[src/rtl/core/aes_ram.sv]
// Generic simple dual-port RAM (separate write and read address) with registered read.
module aes_ram #(
	parameter int WIDTH = 64,
	parameter int DEPTH = 30
) (
	input  logic                     clk,
	input  logic                     we,
	input  logic [$clog2(DEPTH)-1:0] waddr,
	input  logic [WIDTH-1:0]         wdata,
	input  logic [$clog2(DEPTH)-1:0] raddr,
	output logic [WIDTH-1:0]         rdata
);
	logic [WIDTH-1:0] mem [DEPTH];

	always_ff @(posedge clk) begin
		if (we) begin
			mem[waddr] <= wdata;
		end
		rdata <= mem[raddr];
	end
endmodule

[config.mk]
export PLATFORM = sky130hd
export DESIGN_NAME = aes_ram
export DESIGN_NICKNAME = d
export VERILOG_FILES = /design/src/rtl/core/aes_ram.sv
export SDC_FILE = /design/constraint.sdc
export NUM_CORES = 2
export LEC_CHECK = 0
export BUFFER_PORTS_ARGS = -buffer_cell sky130_fd_sc_hd__buf_2
export CORE_MARGIN = 1
export CORE_UTILIZATION = 30
export CTS_CLUSTER_DIAMETER = 200
export DETAILED_ROUTE_END_ITERATION = 10
export GPL_ROUTABILITY_DRIVEN = 0
export PLACE_DENSITY = 0.5
export SLEW_MARGIN = 30
export SYNTH_ARGS = -nofsm -noshare
export SYNTH_HDL_FRONTEND = slang
export SYNTH_SLANG_ARGS = --single-unit
[constraint.sdc]
create_clock -name clk -period 6.7 [get_ports clk]
set_input_delay 1.005 -clock clk [delete_from_list [all_inputs] [get_ports clk]]
set_output_delay 1.005 -clock clk [all_outputs]
set_load 0.01 [all_outputs]
==> impl_metrics.yaml <==
yosys:
  synth_common_cells: "1920 x edfxtp_1, 396 x mux2i_1, 239 x mux4_2"
  synthDistinctLibCells: 41
  synth_area_mm2: 0.0749
  synth_most_common_cell: "edfxtp_1"
  ys.flop_type: "edfxtp_1"
  yosysTopAreaCell: "edfxtp_1"
  async_reset_ff_share_pct: 0
  ys_ff_latch: 1984
  synth_top_cell_area_share_pct: 77.0
  avgSynthCellArea_um2: 20.5
  synthTopCellsByArea: "edfxtp_1 77%, mux4_2 7.2%, mux2i_1 5.3%, dfxtp_1 1.7%, a22oi_1 1.5%"
  synth_fp_nets: 3725
  synth_edf_count: 1920
  yosysWarnings: 0
  yosysSeqAreaShare_pct: 78.7
  netlist_instances: 3649
setup_path:
  critPathArrivalTime_ps: 3500
  crit_buf_inv: 2
  critPathSlowestCell: "nor2_4"
  rr_endpoint: "rdata[4]$_DFF_P_"
  crit_fanout: 28
  path_cells: "buf_2 > nand3b_1 > nor2_4 > buf_4"
  reg2regPathDepth: 4
  crit_type: "primary input to flip-flop"
  reg2reg_from: "mem[16][4]$_DFFE_PP_"
  cp_slowest_stage_delay_ps: 950
  timing.reg2reg.setup_slack_ps: 4810
  critical-path-top-delay-family: "simple AND/OR/NAND/NOR gates"
  start_kind: "primary input"
  worstPathRequired_ps: 7160
  end_kind: "flip-flop"
detailed_routing:
  routed_wl_um: 203000
  dr.pass1.iters: 5
  vias: 36741
  drtIter0Drc: 3417
  drc: 0
  antenna_left: 0
  wl_per_cell_um: 27.4
  via_per_inst: 4.97
sta:
  holdWs_ps: 600
  hold_violations: 0
  maxSlewHeadroom_pct: 31.1
  setup_viol: 0
  period_needed_ps: 3030
  rsz0062_at_grt: "false"
  finClkSkew_ps: 38.5
  finalSetupTns_ps: 0
  slew_viol_final: 0
  fmax_mhz: 330
  fin_crit_sh_pct: 45.3
  tightest_slew_ps: 1030
clock_tree:
  cts-htree-levels: 4
  clk_pin_slew_ps: 60
  cts_buffers: 201
  cts_root_buf: "clkbuf_16"
  cts_tree: "yes"
  clk_latency_ps: 860
  clock-sinks: 1984
  holdBufCountCts: 0
  ctsResizeCount: 0
  post_cts_buffers: 0
  cts.path.max_buffers: 3
pwr:
  power_leakage_nw: 27.9
  seqPwrFrac_pct: 53.1
  pwr-share-comb_pct: 4.7
  clockPowerShare_pct: 42.2
  fin_total_pwr_mw: 26.1
  switchingPower_mw: 5.67
  ir_drop_uv: 244
  p_per_area_mw_per_mm2: 302
  swShare_pct: 21.7
  internal_power_mw: 20.5
hold_path:
  min_path_cells: 3
  hold_start: "mem[2][8]$_DFFE_PP_"
  hold-path-endpoint: "rdata[8]$_DFF_P_"
  hold_path.class: "flip-flop to flip-flop"
global_routing:
  grt_max_degree: 100
  top_usage_layer: "met2"
  grt_use_met2_pct: 26.0
  global_route.usage.met1_pct: 22.3
  grt_use_met3_pct: 2.70
  antenna_found_initial: 24
  grt_use_total_pct: 16.0
  grt-ovfl-total: 0
  grt_first_pass_wirelength_um: 286000
  first_global_vias: 37357
cells_and_area:
  drive_gt1_share_pct: 22.6
  multi_input_area_mm2: 0.0151
  fill_cells: 23166
  finalNetCount: 3967
  syn2layout_area_growth_pct: 15.6
  final_util_pct: 34.8
  register_area_mm2: 0.0589
place:
  numPortBuffers: 139
  dp_hpwl_um: 109000
run_status:
  outcome: "complete, no violations"
floorplanning:
  die_w_um: 502
  die_area_mm2: 0.252
  rows: 183
  die_h_um: 502
  num_io_pins: 140
  start_util_pct: 30.1
  core_mm2: 0.248
job:
  drv_cap: 0
## area by class of cell
cell class,instances,area share (%)
Clock buffer,297,6.66
Antenna cell,1,0.00289
Multi-Input combinational cell,1462,17.5
Tap cell,3330,4.81
Timing Repair Buffer,242,2.10
Clock inverter,83,0.834
Sequential cell,1984,68.1
## layer usage
layer,part of all wire [%],vias up,routed length (um)
li1,-,15564,-
met1,44,19794,90300
met2,48,1061,97600
met3,5.3,308,10800
met4,2.0,14,4090
met5,0.041,-,83
## power by group through the flow
stage / clock network, mW / logic, mW / registers (mW)
CTS: 11.3 / 1.25 / 13.9
finish: 11.0 / 1.23 / 13.9
global route: 11.8 / 1.32 / 13.9
detailed placement: 0 / 1.25 / 14.2
floorplan: 0 / 0.658 / 14.1
global placement: 0 / 1.24 / 14.2
## worst min-delay path: cells and delay by family, from the launching register on
kind | cells | cell delay (ps)
AOI/OAI and AO/OA | 1 | 140
DFF | 1 | 310
muxes | 1 | 60
and+or+nand+nor | 1 | 60
## worst max-delay path by stage
stage,from,endpoint,cells past startpoint
floorplan,waddr[0],mem[12][0]$_DFFE_PP_,3
CTS,waddr[0],mem[2][6]$_DFFE_PP_,4
detailed placement,waddr[0],mem[2][6]$_DFFE_PP_,4
finish,waddr[0],mem[2][13]$_DFFE_PP_,4
global route,raddr[0],rdata[61]$_DFF_P_,7
global placement,waddr[0],mem[0][50]$_DFFE_PP_,4
## logic make-up (layout without fill, tap and decap cells)
family                 count (synthesis)  count (layout)  synth area share [%]
flip-flops                          1984            1984                  78.7
multiplexers                         719             719                  13.7
AO/OA/AOI/OAI                        380             380                  3.60
AND/OR/NAND/NOR                      363             363                  2.36
buffers and inverters                203             622                  1.55
other                                  0               1                     0
## state kept, by name, indices dropped and copies added, names as in the netlist
name and count:
mem 1920, rdata 64
## stage by stage
stage          setup WS [ps]  cells  area, um2
5_1_grt                 3560   7399      86500
3_5_place_dp            2730   7017      80000
2_1_floorplan           1870   3649      74900
6_report                3670   7399      86500
3_3_place_gp            2690   7015      80000
4_1_cts                 3630   7397      86500
## cells in the final DEF, fill, tap and decap left out, drive strengths merged, types with 10 or more instances in the layout
master  instances
nor2b          24
o32ai          19
mux2           84
buf           241
clkbuf        298
a22oi         148
mux4          239
nor2           87
mux2i         396
a211oi         19
inv            10
nand4          11
edfxtp       1920
o22ai          52
nor4           44
a22o           25
nand2         120
dfxtp          64
o21ai          47
a311o          25
a21oi          36
clkinv         60
nand3          35
(Power assumes the default switching activity.)
